File: config.mk
export PLATFORM = sky130hd
export DESIGN_NAME = ppi_ctrl
export DESIGN_NICKNAME = d
export VERILOG_FILES = /design/src/hdl/ppi_pkg.sv /design/src/hdl/ppi_ctrl.sv
export SDC_FILE = /design/constraint.sdc
export NUM_CORES = 1
export LEC_CHECK = 0
export ABC_AREA = 1
export BUFFER_PORTS_ARGS = -buffer_cell sky130_fd_sc_hd__buf_4
export CAP_MARGIN = 30
export CORE_MARGIN = 1.5
export CORE_UTILIZATION = 58
export CTS_BUF_LIST = sky130_fd_sc_hd__clkbuf_4 sky130_fd_sc_hd__clkbuf_8
export CTS_CLUSTER_SIZE = 30
export DETAILED_ROUTE_END_ITERATION = 10
export HOLD_SLACK_MARGIN = 0.08
export PLACE_DENSITY_LB_ADDON = 0.25
export SETUP_SLACK_MARGIN = 0.05
export SYNTH_ARGS = -nofsm -noshare
export SYNTH_HDL_FRONTEND = slang
export SYNTH_SLANG_ARGS = --single-unit
File: constraint.sdc
create_clock -name clk -period 3.8 [get_ports clk]
set_input_delay 0.38 -clock clk [delete_from_list [all_inputs] [get_ports clk]]
set_output_delay 0.38 -clock clk [all_outputs]
set_load 0.01 [all_outputs]
File: src/hdl/ppi_pkg.sv
`default_nettype none
package ppi_pkg;

    // Palette geometry
    localparam int MAX_COLORS  = 4096;
    localparam int SLOT_COUNT  = 2 * MAX_COLORS;
    localparam int IDX_W       = 12;
    localparam int SLOT_W      = 13;
    localparam int COUNT_W     = 13;
    localparam int COLOR_W     = 25;

    // Low bits of the Fibonacci hash multiplier 2654435761
    localparam logic [SLOT_W-1:0] HASH_MULT = 13'h19B1;

    // Base-91 code: floor(x / 91) = (x * DIV_RECIP) >> DIV_SHIFT for x < 4096
    localparam int CODE_RADIX  = 91;
    localparam logic [13:0] DIV_RECIP = 14'd11523;
    localparam int DIV_SHIFT   = 20;

    localparam logic [8*CODE_RADIX-1:0] DIGITS =
        {" .#abcdefghijklmnopqrstuvwxyzABCDEFGHIJKLMNOPQRSTUVWXYZ0123456789",
         "!$%&'()*+,-:;<=>@[]^_`{|}~"};

    typedef enum logic [1:0] {
        OP_LEARN  = 2'd0,
        OP_ENCODE = 2'd1,
        OP_READ   = 2'd2,
        OP_CLEAR  = 2'd3
    } op_t;

    typedef enum logic [1:0] {
        STS_OK     = 2'd0,
        STS_FULL   = 2'd1,
        STS_ABSENT = 2'd2,
        STS_RANGE  = 2'd3
    } sts_t;

    typedef enum logic [2:0] {
        RES_LEARN_HIT = 3'd0,
        RES_ENC_HIT   = 3'd1,
        RES_NEW       = 3'd2,
        RES_FULL      = 3'd3,
        RES_ABSENT    = 3'd4,
        RES_READ      = 3'd5,
        RES_RANGE     = 3'd6,
        RES_CLEAR     = 3'd7
    } kind_t;

    typedef struct packed {
        logic  capture;
        logic  set_pos;
        logic  step_pos;
        logic  pal_from_slot;
        logic  insert;
        logic  hit;
        logic  load_res;
        logic  sweep;
        logic  count_clear;
        kind_t res_kind;
    } cmd_t;

    typedef struct packed {
        logic slot_empty;
        logic pal_match;
        logic count_full;
        logic range_bad;
        logic probe_end;
        logic sweep_last;
        logic res_free;
        op_t  op;
        op_t  in_op;
    } stat_t;

    // ASCII of one base-91 digit
    function automatic logic [7:0] digit_char(input logic [6:0] d);
        int pos;
        pos = (CODE_RADIX - 1 - int'(d)) * 8;
        return DIGITS[pos +: 8];
    endfunction

endpackage
`default_nettype wire

File: src/hdl/ppi_ctrl.sv
`default_nettype none
module ppi_ctrl (
    input  wire logic           clk,
    input  wire logic           rst_n,
    input  wire logic           in_valid,
    output logic                in_stall,
    input  wire ppi_pkg::stat_t stat,
    output ppi_pkg::cmd_t       cmd
);

    typedef enum logic [8:0] {
        S_SWEEP = 9'b000000001,
        S_IDLE  = 9'b000000010,
        S_HASH  = 9'b000000100,
        S_SLOT  = 9'b000001000,
        S_CHECK = 9'b000010000,
        S_MATCH = 9'b000100000,
        S_CODE  = 9'b001000000,
        S_RDPAL = 9'b010000000,
        S_DONE  = 9'b100000000
    } state_t;

    state_t          state_reg, state_next;
    ppi_pkg::kind_t  kind_reg, kind_next;

    // Advance state and hold the result kind
    always_ff @(posedge clk or negedge rst_n)
    begin
        if (!rst_n)
        begin
            state_reg <= S_SWEEP;
            kind_reg  <= ppi_pkg::RES_CLEAR;
        end
        else
        begin
            state_reg <= state_next;
            kind_reg  <= kind_next;
        end
    end

    assign in_stall = (state_reg != S_IDLE);

    // Decode state into datapath commands
    always_comb
    begin
        state_next = state_reg;
        kind_next  = kind_reg;
        cmd        = '0;
        cmd.res_kind = kind_reg;
        case (state_reg)
            S_SWEEP:
            begin
                cmd.sweep = 1'b1;
                if (stat.sweep_last)
                    state_next = S_IDLE;
            end
            S_IDLE:
            begin
                if (in_valid)
                begin
                    cmd.capture = 1'b1;
                    case (stat.in_op)
                        ppi_pkg::OP_LEARN,
                        ppi_pkg::OP_ENCODE: state_next = S_HASH;
                        ppi_pkg::OP_READ:   state_next = S_RDPAL;
                        default:
                        begin
                            kind_next  = ppi_pkg::RES_CLEAR;
                            state_next = S_DONE;
                        end
                    endcase
                end
            end
            S_HASH:
            begin
                cmd.set_pos = 1'b1;
                state_next  = S_SLOT;
            end
            S_SLOT:
            begin
                state_next = S_CHECK;
            end
            S_CHECK:
            begin
                if (stat.slot_empty)
                begin
                    state_next = S_DONE;
                    if (stat.op == ppi_pkg::OP_ENCODE)
                        kind_next = ppi_pkg::RES_ABSENT;
                    else if (stat.count_full)
                        kind_next = ppi_pkg::RES_FULL;
                    else
                    begin
                        cmd.insert = 1'b1;
                        kind_next  = ppi_pkg::RES_NEW;
                    end
                end
                else
                begin
                    cmd.pal_from_slot = 1'b1;
                    state_next        = S_MATCH;
                end
            end
            S_MATCH:
            begin
                if (stat.pal_match)
                begin
                    cmd.hit    = 1'b1;
                    kind_next  = (stat.op == ppi_pkg::OP_ENCODE) ?
                                 ppi_pkg::RES_ENC_HIT : ppi_pkg::RES_LEARN_HIT;
                    state_next = S_CODE;
                end
                else if (stat.probe_end)
                begin
                    kind_next  = (stat.op == ppi_pkg::OP_ENCODE) ?
                                 ppi_pkg::RES_ABSENT : ppi_pkg::RES_FULL;
                    state_next = S_DONE;
                end
                else
                begin
                    cmd.step_pos = 1'b1;
                    state_next   = S_SLOT;
                end
            end
            S_CODE:
            begin
                state_next = S_DONE;
            end
            S_RDPAL:
            begin
                kind_next  = stat.range_bad ? ppi_pkg::RES_RANGE : ppi_pkg::RES_READ;
                state_next = S_DONE;
            end
            S_DONE:
            begin
                if (stat.res_free)
                begin
                    cmd.load_res = 1'b1;
                    if (kind_reg == ppi_pkg::RES_CLEAR)
                    begin
                        cmd.count_clear = 1'b1;
                        state_next      = S_SWEEP;
                    end
                    else
                        state_next = S_IDLE;
                end
            end
            default:
            begin
                state_next = S_SWEEP;
            end
        endcase
    end

endmodule
`default_nettype wire

==> impl_results.md, run 1 <==
- Crit Path Class: flip-flop to output port
- TritonCTS clock tree: built
- Final Skew: 1.607 ps
- Multi-input logic area: 625.6 µm²
- Final HPWL DP: 1985 µm
- DR WL met3: 166 µm
- Remaining global-route overflow: 0
- Warnings, synthesis: 0
- Detailed Routing Iterations Pass 1: 4
- Worst Setup End Kind: output port
- Fill count: 140
- Area delta synth->final: 24.79%
- Post-Route Setup TNS: 0 ps
- Post-CTS sizing: 0
- #FFs+latches synth: 12
- Fin crit period: 2055 ps
- Met2 WL: 1214 µm
- Antenna violations before repair: 0
- Largest net degree at the start of global routing: 16
- DR top layer: met4
- Initial Utilization: 61.76%
- Status: finished clean
- Die width: 45.65 µm
- Endpoints failing setup: 0
- I/O pin count: 27
- Final Wtd Congestion: 0.8371
- Routed vias: 1117
- Commonest cells post-synth: 30 x nand2_1, 26 x inv_1, 25 x nor2_1, 19 x nand3_1, 8 x dfrtp_1
- Place WS: 2081 ps
- IO buf count: 26
- Most common cell in the synthesized netlist: nand2_1
- Post-DRT Antenna Nets: 0
- PwrDens: 499.3 nW/µm²
- Storage cell area: 305.3 µm²
- LEAKAGE: 0.0007774 µW
- Vias in the first global route: 985
- Clock latency on the worst-skew pair: 280 ps
- Main flop type after synthesis: dfrtp_1
- Post-Route M1 WL: 1008 µm
- Layout cells sized above 1: 32.28%
- Endpoints failing hold: 0
- Share of the synthesized area in the top cell type: 18.98%
- Final Hold Slack: 282.1 ps
- Post-Syn Area: 1055 µm²
- Synth unique cells: 22
- DIE HEIGHT: 45.65 µm
- Antenna Cells: 0
- GRT Resource Usage Total: 26.50%
- First-pass GRT wire length: 3981 µm
- Final worst setup slack: 1745 ps
- Initial DRC Count: 32
- Reg clk slew, reported paths: 90 ps
- Top post-synthesis cells by area: dfrtp_1 19%, nand2_1 11%, dfstp_2 10%
- Critical path required time: 3420 ps
- Combinational power share: 54.9%
- Final WL: 2450 µm
- R2R setup slack: 2210 ps
- Mapped Cells: 159
- Slew at the pin closest to its max-slew limit: 338.4 ps
- Clock Path Buffers: 2
- Fmax: 486.7 MHz
- WL/cell: 11.45 µm
- Row cnt: 15
- Hold WC Path Type: primary input to flip-flop
- Seq/Total Area, Yosys: 28.94%
- Clock tree root driver cell: clkbuf_4
- Slew headroom: 77.38%
- MaxCap Viol Count: 0
- VDD IR-drop max: 395.1 µV
- Clock network fraction of design power: 16.6%
- CP max FO: 15
- Area of the core: 1708 µm²
- Sequential Power Share: 28.6%
- Synth Area per Inst: 6.634 µm²
- Switch share: 45.18%
- Cts bufs inserted: 3
- Die footprint: 2083 µm²
- Core Util, Final: 77.07%
- Fin crit share: 54.07%
- H-tree depth: 1
- Vias per cell: 5.220
- Switch Pwr: 296.9 µW
- CTS sink cnt: 12
- Worst Setup Start Kind: flip-flop
- Pint: 360.3 µW
- RSZ-0062 raised after global routing: false
- Residual DRC: 0
- EDFF count, synth: 0
- Max reg flops: 9
- Final Max Slew Viols: 0
- Crit path DAT: 1670 ps
- Synth area leader: dfrtp_1
- Syn_nets: 175
- Asr flop ratio synth: 100.0%
- Nets: 206
==> worst paths after layout <==
path / from / to / cells after the start
min in group asynchronous: rst_n / state_reg[1]$_DFFE_PN0P_ / 2
max in group asynchronous: rst_n / kind_reg[1]$_DFFE_PN1P_ / 2
worst max-delay path: state_reg[1]$_DFFE_PN0P_ / cmd[7] / 6
worst min register to register: kind_reg[1]$_DFFE_PN1P_ / kind_reg[1]$_DFFE_PN1P_ / 2
worst max register to register: state_reg[1]$_DFFE_PN0P_ / kind_reg[2]$_DFFE_PN1P_ / 9
worst min-delay path: stat[1] / state_reg[2]$_DFFE_PN0P_ / 2
==> critical path, cell delays in order (launching register included) <==
cell and delay, ps:
dfrtp_1 410, nor2_2 120, nand2_2 90, nor2_4 290, nand3_1 170, nor3_1 160, buf_4 150
==> metrics by stage <==
step                area (µm²)  total power (µW)  std cells
floorplan                 1055             452.7        159
global placement          1270             534.7        209
detailed placement        1270             545.7        209
CTS                       1316             653.6        214
global route              1316             711.1        214
finish                    1316             657.2        214
==> timing repair <==
item / CTS / global route
setup endpoints to repair: 0 / 0
hold buffers: 1 / 0
hold endpoints to repair: 8 / 0
buffers inserted: 0 / 0
==> metal layers <==
metal  vias up  global-route usage [%]
li1        555                       -
met1       512                   32.43
met2        41                   43.10
met3         9                   4.762
met4         0                   15.29
met5         -                       0
==> cells in the final DEF, fill, tap and decap left out <==
master         netlist  layout
a21boi_1             1       1
and3_1               1       1
buf_4                0      26
clkbuf_4             0       3
clkbuf_8             0       1
dfrtp_1              8       8
dfstp_2              4       4
dlygate4sd3_1        0       1
ha_1                 2       2
inv_1               26      26
inv_2                4       4
nand2_1             30      30
nand2_2              6       6
nand2_4              3       3
nand3_1             19      19
nand3_2              4       4
nand3b_1             2       2
nand4_1              3       3
nor2_1              25      25
nor2_2               5       5
nor2_4               5       5
nor3_1               4       4
nor3b_1              1       1
o21ai_0              1       1
o21ai_1              4       4
==> power by group through the flow <==
stage	clock network [µW]	registers [µW]	logic [µW]
after CTS	107	188	359
after global placement	0	189	346
after global routing	112	194	405
final	109	188	361
after floorplan	0	195	258
after detailed placement	0	190	356
==> kinds of logic after synthesis <==
logic type | share of synthesized area, %
simple gates | 53.86
buf+inv | 11.74
flops | 28.94
compound gates | 3.084
fa+ha+maj | 2.372
==> area by class of cell <==
class                   count  share of cell area [%]
well taps                  25                   2.376
multi-input cells         116                   47.53
repair buffers             27                   15.59
inverters                  30                   8.555
flip-flops and latches     12                   23.19
clock buffers               4                   2.757
Note: power is estimated with default switching activity, not from simulation.
==> run 2, diff against run 1 <==
--- a/config.mk
+++ b/config.mk
@@ -9,7 +9,7 @@
 export BUFFER_PORTS_ARGS = -buffer_cell sky130_fd_sc_hd__buf_4
 export CAP_MARGIN = 30
 export CORE_MARGIN = 1.5
-export CORE_UTILIZATION = 58
+export CORE_UTILIZATION = 49
 export CTS_BUF_LIST = sky130_fd_sc_hd__clkbuf_4 sky130_fd_sc_hd__clkbuf_8
 export CTS_CLUSTER_SIZE = 30
 export DETAILED_ROUTE_END_ITERATION = 10
==> constraint.sdc (replaced) <==
create_clock -name clk -period 1.75 [get_ports clk]
set_input_delay 0.175 -clock clk [delete_from_list [all_inputs] [get_ports clk]]
set_output_delay 0.175 -clock clk [all_outputs]
set_load 0.01 [all_outputs]
==> impl_results.md, run 2 (synthesis results as in run 1) <==
- Switch Pwr: 707.9 µW (was 296.9 µW)
- Final worst setup slack: 29.39 ps (was 1745 ps)
- I/O pin count: 27 (unchanged)
- Reg clk slew, reported paths: 80 ps (was 90 ps)
- Routed vias: 1127 (was 1117)
- Pint: 904.9 µW (was 360.3 µW)
- Fin crit period: 1721 ps
- Detailed Routing Iterations Pass 1: 4 (unchanged)
- CP max FO: 6 (was 15)
- Layout cells sized above 1: 42.50% (was 32.28%)
- R2r endpoint: kind_reg[0]$_DFFE_PN1P_ (was kind_reg[2]$_DFFE_PN1P_)
- Commonest non-fill, non-tap cell in the layout: buf_4 (was nand2_1)
- First-pass GRT wire length: 4291 µm (was 3981 µm)
- Core Util, Final: 73.13% (was 77.07%)
- CP max stage cell: dfrtp_1 (unchanged)
- Endpoints failing setup: 0 (unchanged)
- Initial Utilization: 52.69% (was 61.76%)
- Slew at the pin closest to its max-slew limit: 250.1 ps (was 338.4 ps)
- Final Skew: 5.995 ps (was 1.607 ps)
- Post-DRT Antenna Nets: 0 (unchanged)
- Post-Route M1 WL: 1252 µm (was 1008 µm)
- Worst Setup Start Kind: flip-flop (unchanged)
- Clock tree root driver cell: clkbuf_4 (unchanged)
- Switch share: 43.89% (was 45.18%)
- Fill count: 167 (was 140)
- Worst R2R Path Depth: 10 (was 9)
- Max reg flops: 9 (unchanged)
- Hold WC Path Type: primary input to flip-flop (unchanged)
- Clock latency on the worst-skew pair: 270 ps (was 280 ps)
- TritonCTS clock tree: built (unchanged)
- Area of the core: 2002 µm² (was 1708 µm²)
- DIE HEIGHT: 49.40 µm (was 45.65 µm)
- Storage cell area: 305.3 µm² (unchanged)
- Largest net degree at the start of global routing: 13 (was 16)
- Sequential Power Share: 26.2% (was 28.6%)
- RSZ-0062 raised after global routing: true (was false)
- Placed insts: 211 (was 209)
- Nets: 217 (was 206)
- Die width: 49.40 µm (was 45.65 µm)
- Combinational power share: 60.1% (was 54.9%)
- Die footprint: 2440 µm² (was 2083 µm²)
- Antenna violations before repair: 0 (unchanged)
- Post-Route Setup TNS: 0 ps (unchanged)
- Cell Chain, Critical Path: nor2_4 > nand2_2 > nor2_4 > buf_6 > nand2_4 > nor2_2 > buf_4 (was nor2_2 > nand2_2 > nor2_4 > nand3_1 > nor3_1 > buf_4)
- CP endpoint: cmd[6] (was cmd[7])
- Met2 WL: 1562 µm (was 1214 µm)
- Final WL: 2918 µm (was 2450 µm)
- Place WS: 183.7 ps (was 2081 ps)
- WL/cell: 12.85 µm (was 11.45 µm)
- R2R setup slack: 90 ps (was 2210 ps)
- Status: finished clean (unchanged)
- MaxCap Viol Count: 0 (unchanged)
- Crit Path Class: flip-flop to output port (unchanged)
- Vias in the first global route: 1048 (was 985)
- Cts bufs inserted: 3 (unchanged)
- Fmax: 581.2 MHz
- Slew headroom: 83.26% (was 77.38%)
- Critical path required time: 1570 ps (was 3420 ps)
- Worst setup startpoint: state_reg[1]$_DFFE_PN0P_ (unchanged)
- CP peak stage delay: 430 ps (was 410 ps)
- Vias per cell: 4.965 (was 5.220)
- Worst path bufs/invs: 2 (was 1)
- Clock network fraction of design power: 13.7% (was 16.6%)
- Final Wtd Congestion: 0.8562 (was 0.8371)
- Clock Path Buffers: 2 (unchanged)
- Remaining global-route overflow: 0 (unchanged)
- DR top layer: met4 (unchanged)
- IO buf count: 26 (unchanged)
- Row cnt: 16 (was 15)
- Area delta synth->final: 38.79% (was 24.79%)
- Worst Setup End Kind: output port (unchanged)
- Cell mode on critical path: nor2_4
- CP delay by family, top: simple AND/OR/NAND/NOR gates (unchanged)
- PwrDens: 1102 nW/µm² (was 499.3 nW/µm²)
- Final Max Slew Viols: 0 (unchanged)
- Multi-input logic area: 684.4 µm² (was 625.6 µm²)
- Final HPWL DP: 2058 µm (was 1985 µm)
- Residual DRC: 0 (unchanged)
- GRT Resource Usage Total: 22.51% (was 26.50%)
- VDD IR-drop max: 870.2 µV (was 395.1 µV)
- CTS sink cnt: 12 (unchanged)
- LEAKAGE: 0.0008501 µW (was 0.0007774 µW)
- Initial DRC Count: 15 (was 32)
- DR WL met3: 91 µm (was 166 µm)
- Worst flop-to-flop path startpoint: state_reg[1]$_DFFE_PN0P_ (unchanged)
- H-tree depth: 1 (unchanged)
- Most frequent cells in the layout: 36 x buf_4, 27 x nand2_1, 26 x inv_1 (was 30 x nand2_1, 26 x inv_1, 26 x buf_4)
- Endpoints failing hold: 0 (unchanged)
- Cell depth of the worst setup path: 7 (was 6)
- Fin crit share: 98.32%
- Antenna Cells: 0 (unchanged)
- Final non-filler cell total: 227 (was 214)
- Crit path DAT: 1550 ps (was 1670 ps)
==> run 2: cell types whose count changed in the layout (fill, tap and decap cells not counted), moves of 2 or more <==
cell	delta
nand2_2	+2
nor2_2	+2
nand2_1	-3
buf_4	+10
nor3_1	-2
nor3_2	+2
nand3_1	-4
nand3_2	+4
nor2_1	-3
==> run 2: power groups by stage <==
stage / Clock [µW] / Combinational (µW) / Sequential [µW]
after floorplan: 0 / 560 / 423
after global placement: 0 / 750 / 412
after detailed placement: 0 / 766 / 418
after CTS: 225 / 848 / 412
after global routing: 241 / 1050 / 431
final: 221 / 969 / 423
==> run 2: layer usage <==
layer,vias to the layer above,global-route usage (%)
li1,573,-
met1,525,27.22
met2,25,41.44
met3,4,3.374
met4,0,5.556
met5,-,0
==> run 2: area by class of cell <==
type                       instances  area share (%)
tap                               27           2.308
timing repair buffer              38           19.91
sequential                        12           20.85
multi-input combinational        116           46.75
inverter                          30           7.692
clock buffer                       4           2.479
==> run 2: metrics by stage <==
| stage | cell area [µm²] | power [µW] | hold slack (ps) |
|---|---|---|---|
| final | 1464 | 1613 | 92.45 |
| after global routing | 1464 | 1720 | 83.37 |
| after CTS | 1351 | 1486 | 86.07 |
| after detailed placement | 1272 | 1184 | 22.45 |
| after global placement | 1272 | 1162 | 19.55 |
| after floorplan | 1055 | 983.1 | -120.6 |
==> run 2: worst min-delay path by stage <==
| stage | endpoint | start | slack [ps] | cells after the start |
|---|---|---|---|---|
| finish | state_reg[2]$_DFFE_PN0P_ | stat[1] | 90 | 2 |
| global route | state_reg[2]$_DFFE_PN0P_ | stat[1] | 80 | 2 |
| CTS | state_reg[2]$_DFFE_PN0P_ | stat[1] | 90 | 2 |
| detailed placement | state_reg[2]$_DFFE_PN0P_ | rst_n | 20 | 1 |
| global placement | state_reg[2]$_DFFE_PN0P_ | rst_n | 20 | 1 |
| floorplan | state_reg[1]$_DFFE_PN0P_ | rst_n | -120 | 0 |
==> run 2: worst register-to-register path, delay by kind of cell, from the launching register on <==
| family | cells | cell delay (ps) |
|---|---|---|
| simple gates | 7 | 800 |
| compound gates | 1 | 90 |
| flops | 1 | 430 |
| buf+inv | 2 | 280 |
==> run 2: repair_timing <==
item                                    4_1_cts  5_1_grt
endpoints found under the hold margin        12        0
resized for setup                             1       15
hold buffers                                  1        0
endpoints found under the setup margin        5       11
pin swaps                                     1       12
cloned                                        0        0
buffers inserted                              4        7
==> run 3, diff against run 2 <==
--- a/config.mk
+++ b/config.mk
@@ -14,7 +14,7 @@
 export CTS_CLUSTER_SIZE = 30
 export DETAILED_ROUTE_END_ITERATION = 10
 export HOLD_SLACK_MARGIN = 0.08
-export PLACE_DENSITY_LB_ADDON = 0.25
+export PLACE_DENSITY = 0.78
 export SETUP_SLACK_MARGIN = 0.05
 export SYNTH_ARGS = -nofsm -noshare
 export SYNTH_HDL_FRONTEND = slang
==> impl_results.md, run 3 (synthesis results as in run 1) <==
- Final HPWL DP: 2126 µm (was 2058 µm)
- Max reg flops: 9 (unchanged)
- RSZ-0062 raised after global routing: true (unchanged)
- Post-Route Setup TNS: 0 ps (unchanged)
- Place WS: 170.4 ps (was 183.7 ps)
- Fin crit share: 97.43% (was 98.32%)
- Worst path bufs/invs: 1 (was 2)
- Initial DRC Count: 34 (was 15)
- Detailed Routing Iterations Pass 1: 4 (unchanged)
- VDD IR-drop max: 756.5 µV (was 870.2 µV)
- CP delay by family, top: simple AND/OR/NAND/NOR gates (unchanged)
- Endpoints failing hold: 0 (unchanged)
- Cts bufs inserted: 3 (unchanged)
- Cell Chain, Critical Path: nor2_2 > nand2_2 > nor2_4 > nand2_4 > nor2_2 > buf_4 (was nor2_4 > nand2_2 > nor2_4 > buf_6 > nand2_4 > nor2_2 > buf_4)
- Status: finished clean (unchanged)
- TritonCTS clock tree: built (unchanged)
- Crit Path Class: flip-flop to output port (unchanged)
- Final worst setup slack: 44.94 ps (was 29.39 ps)
- Final WL: 2993 µm (was 2918 µm)
- WL/cell: 13.07 µm (was 12.85 µm)
- IO buf count: 26 (unchanged)
- Post-DRT Antenna Nets: 0 (unchanged)
- Clock tree root driver cell: clkbuf_4 (unchanged)
- Largest net degree at the start of global routing: 13 (unchanged)
- Antenna Cells: 0 (unchanged)
- Worst flop-to-flop path startpoint: state_reg[7]$_DFFE_PN0P_ (was state_reg[1]$_DFFE_PN0P_)
- Antenna violations before repair: 0 (unchanged)
- CP endpoint: cmd[11] (was cmd[6])
- Vias per cell: 5.100 (was 4.965)
- Routed vias: 1168 (was 1127)
- Initial Utilization: 52.69% (unchanged)
- Die footprint: 2440 µm² (unchanged)
- Hold WC Path Type: primary input to flip-flop (unchanged)
- Vias in the first global route: 1091 (was 1048)
- Clock latency on the worst-skew pair: 280 ps (was 270 ps)
- Die width: 49.40 µm (unchanged)
- Crit path DAT: 1530 ps (was 1550 ps)
- LEAKAGE: 0.0008415 µW (was 0.0008501 µW)
- Worst setup startpoint: state_reg[7]$_DFFE_PN0P_ (was state_reg[1]$_DFFE_PN0P_)
- Core Util, Final: 72.50% (was 73.13%)
- Most frequent cells in the layout: 38 x buf_4, 28 x nand2_1, 26 x inv_1 (was 36 x buf_4, 27 x nand2_1, 26 x inv_1)
- Cell mode on critical path: nor2_2 (was nor2_4)
- Layout cells sized above 1: 39.60% (was 42.50%)
- R2R setup slack: 80 ps (was 90 ps)
- I/O pin count: 27 (unchanged)
- Final Skew: 7.378 ps (was 5.995 ps)
- CP peak stage delay: 440 ps (was 430 ps)
- Area of the core: 2002 µm² (unchanged)
- Area delta synth->final: 37.60% (was 38.79%)
- Row cnt: 16 (unchanged)
- Endpoints failing setup: 0 (unchanged)
- Power Total: 1604 µW (was 1613 µW)
- Commonest non-fill, non-tap cell in the layout: buf_4 (unchanged)
- DIE HEIGHT: 49.40 µm (unchanged)
- Final Wtd Congestion: 0.8144 (was 0.8562)
- PwrDens: 1105 nW/µm² (was 1102 nW/µm²)
- Worst Setup End Kind: output port (unchanged)
- Fmax: 586.5 MHz (was 581.2 MHz)
- Worst R2R Path Depth: 9 (was 10)
- Residual DRC: 0 (unchanged)
- Worst Setup Start Kind: flip-flop (unchanged)
- Remaining global-route overflow: 0 (unchanged)
- Cell depth of the worst setup path: 6 (was 7)
- Clock Path Buffers: 2 (unchanged)
- CP max stage cell: dfrtp_1 (unchanged)
- First-pass GRT wire length: 4595 µm (was 4291 µm)
- GRT Resource Usage Total: 24.10% (was 22.51%)
- Slew headroom: 81.46% (was 83.26%)
- R2r endpoint: state_reg[7]$_DFFE_PN0P_ (was kind_reg[0]$_DFFE_PN1P_)
- Slew at the pin closest to its max-slew limit: 276.2 ps (was 250.1 ps)
- CTS sink cnt: 12 (unchanged)
- Critical path required time: 1570 ps (about the same)
- Nets: 219 (was 217)
- Reg clk slew, reported paths: 90 ps (was 80 ps)
- Final Max Slew Viols: 0 (unchanged)
- Final Hold Slack: 245.5 ps (was 92.45 ps)
- MaxCap Viol Count: 0 (unchanged)
- H-tree depth: 1 (unchanged)
- Fin crit period: 1705 ps (was 1721 ps)
- Fill count: 161 (was 167)
- CP max FO: 6 (unchanged)
-- run 3: metrics by stage --
stage | instances | instance area [µm²]
after floorplan | 159 | 1055
after detailed placement | 211 | 1272
after global routing | 229 | 1451
after CTS | 218 | 1339
final | 229 | 1451
after global placement | 211 | 1272
-- run 3: final cells by class --
class                   instances  area (µm²)  share of cell area, %
clock buffers                   4       36.28                  2.500
inverters                      30       115.1                  7.931
multi-input cells             116       655.6                  45.17
flip-flops and latches         12       305.3                  21.03
well taps                      27       33.78                  2.328
repair buffers                 40       305.3                  21.03
-- run 3: power breakdown --
part	total, µW	internal, µW	switching [µW]	leakage, µW
logic	953	395	558	0.000668
registers	417	367	50.6	0.000152
clock network	234	127	107	0.0000210
-- run 3: worst reg2reg max path, stage by stage, from the launching register on --
cell and delay, ps:
dfrtp_1 440, nor2_2 160, nand2_2 110, nor2_4 210, buf_4 150, buf_4 100
nand3b_1 100, nand2_1 80, nor2_1 40, and3_1 170
-- run 3: timing repair --
item	in CTS	in global routing
hold endpoints to repair	13	0
setup buffers	1	11
gates resized for setup	1	8
hold buffers	2	0
setup endpoints to repair	5	8
pin swaps	1	6
-- run 3: worst min-delay path by stage --
stage | cells after the start | slack (ps) | start | end
detailed placement | 1 | 30 | rst_n | state_reg[2]$_DFFE_PN0P_
CTS | 4 | 240 | in_valid | state_reg[1]$_DFFE_PN0P_
global placement | 1 | 20 | rst_n | state_reg[1]$_DFFE_PN0P_
global route | 4 | 260 | in_valid | state_reg[1]$_DFFE_PN0P_
finish | 3 | 250 | stat[9] | state_reg[6]$_DFFE_PN0P_
floorplan | 0 | -120 | rst_n | state_reg[1]$_DFFE_PN0P_
-- run 3: routing by layer --
| metal | GRT usage, % | part of all wire (%) | vias to the layer above |
|---|---|---|---|
| li1 | - | - | 581 |
| met1 | 29.04 | 40 | 536 |
| met2 | 45.05 | 53 | 44 |
| met3 | 3.374 | 5.2 | 7 |
| met4 | 5.093 | 1.8 | 0 |
| met5 | 0 | 0 | - |
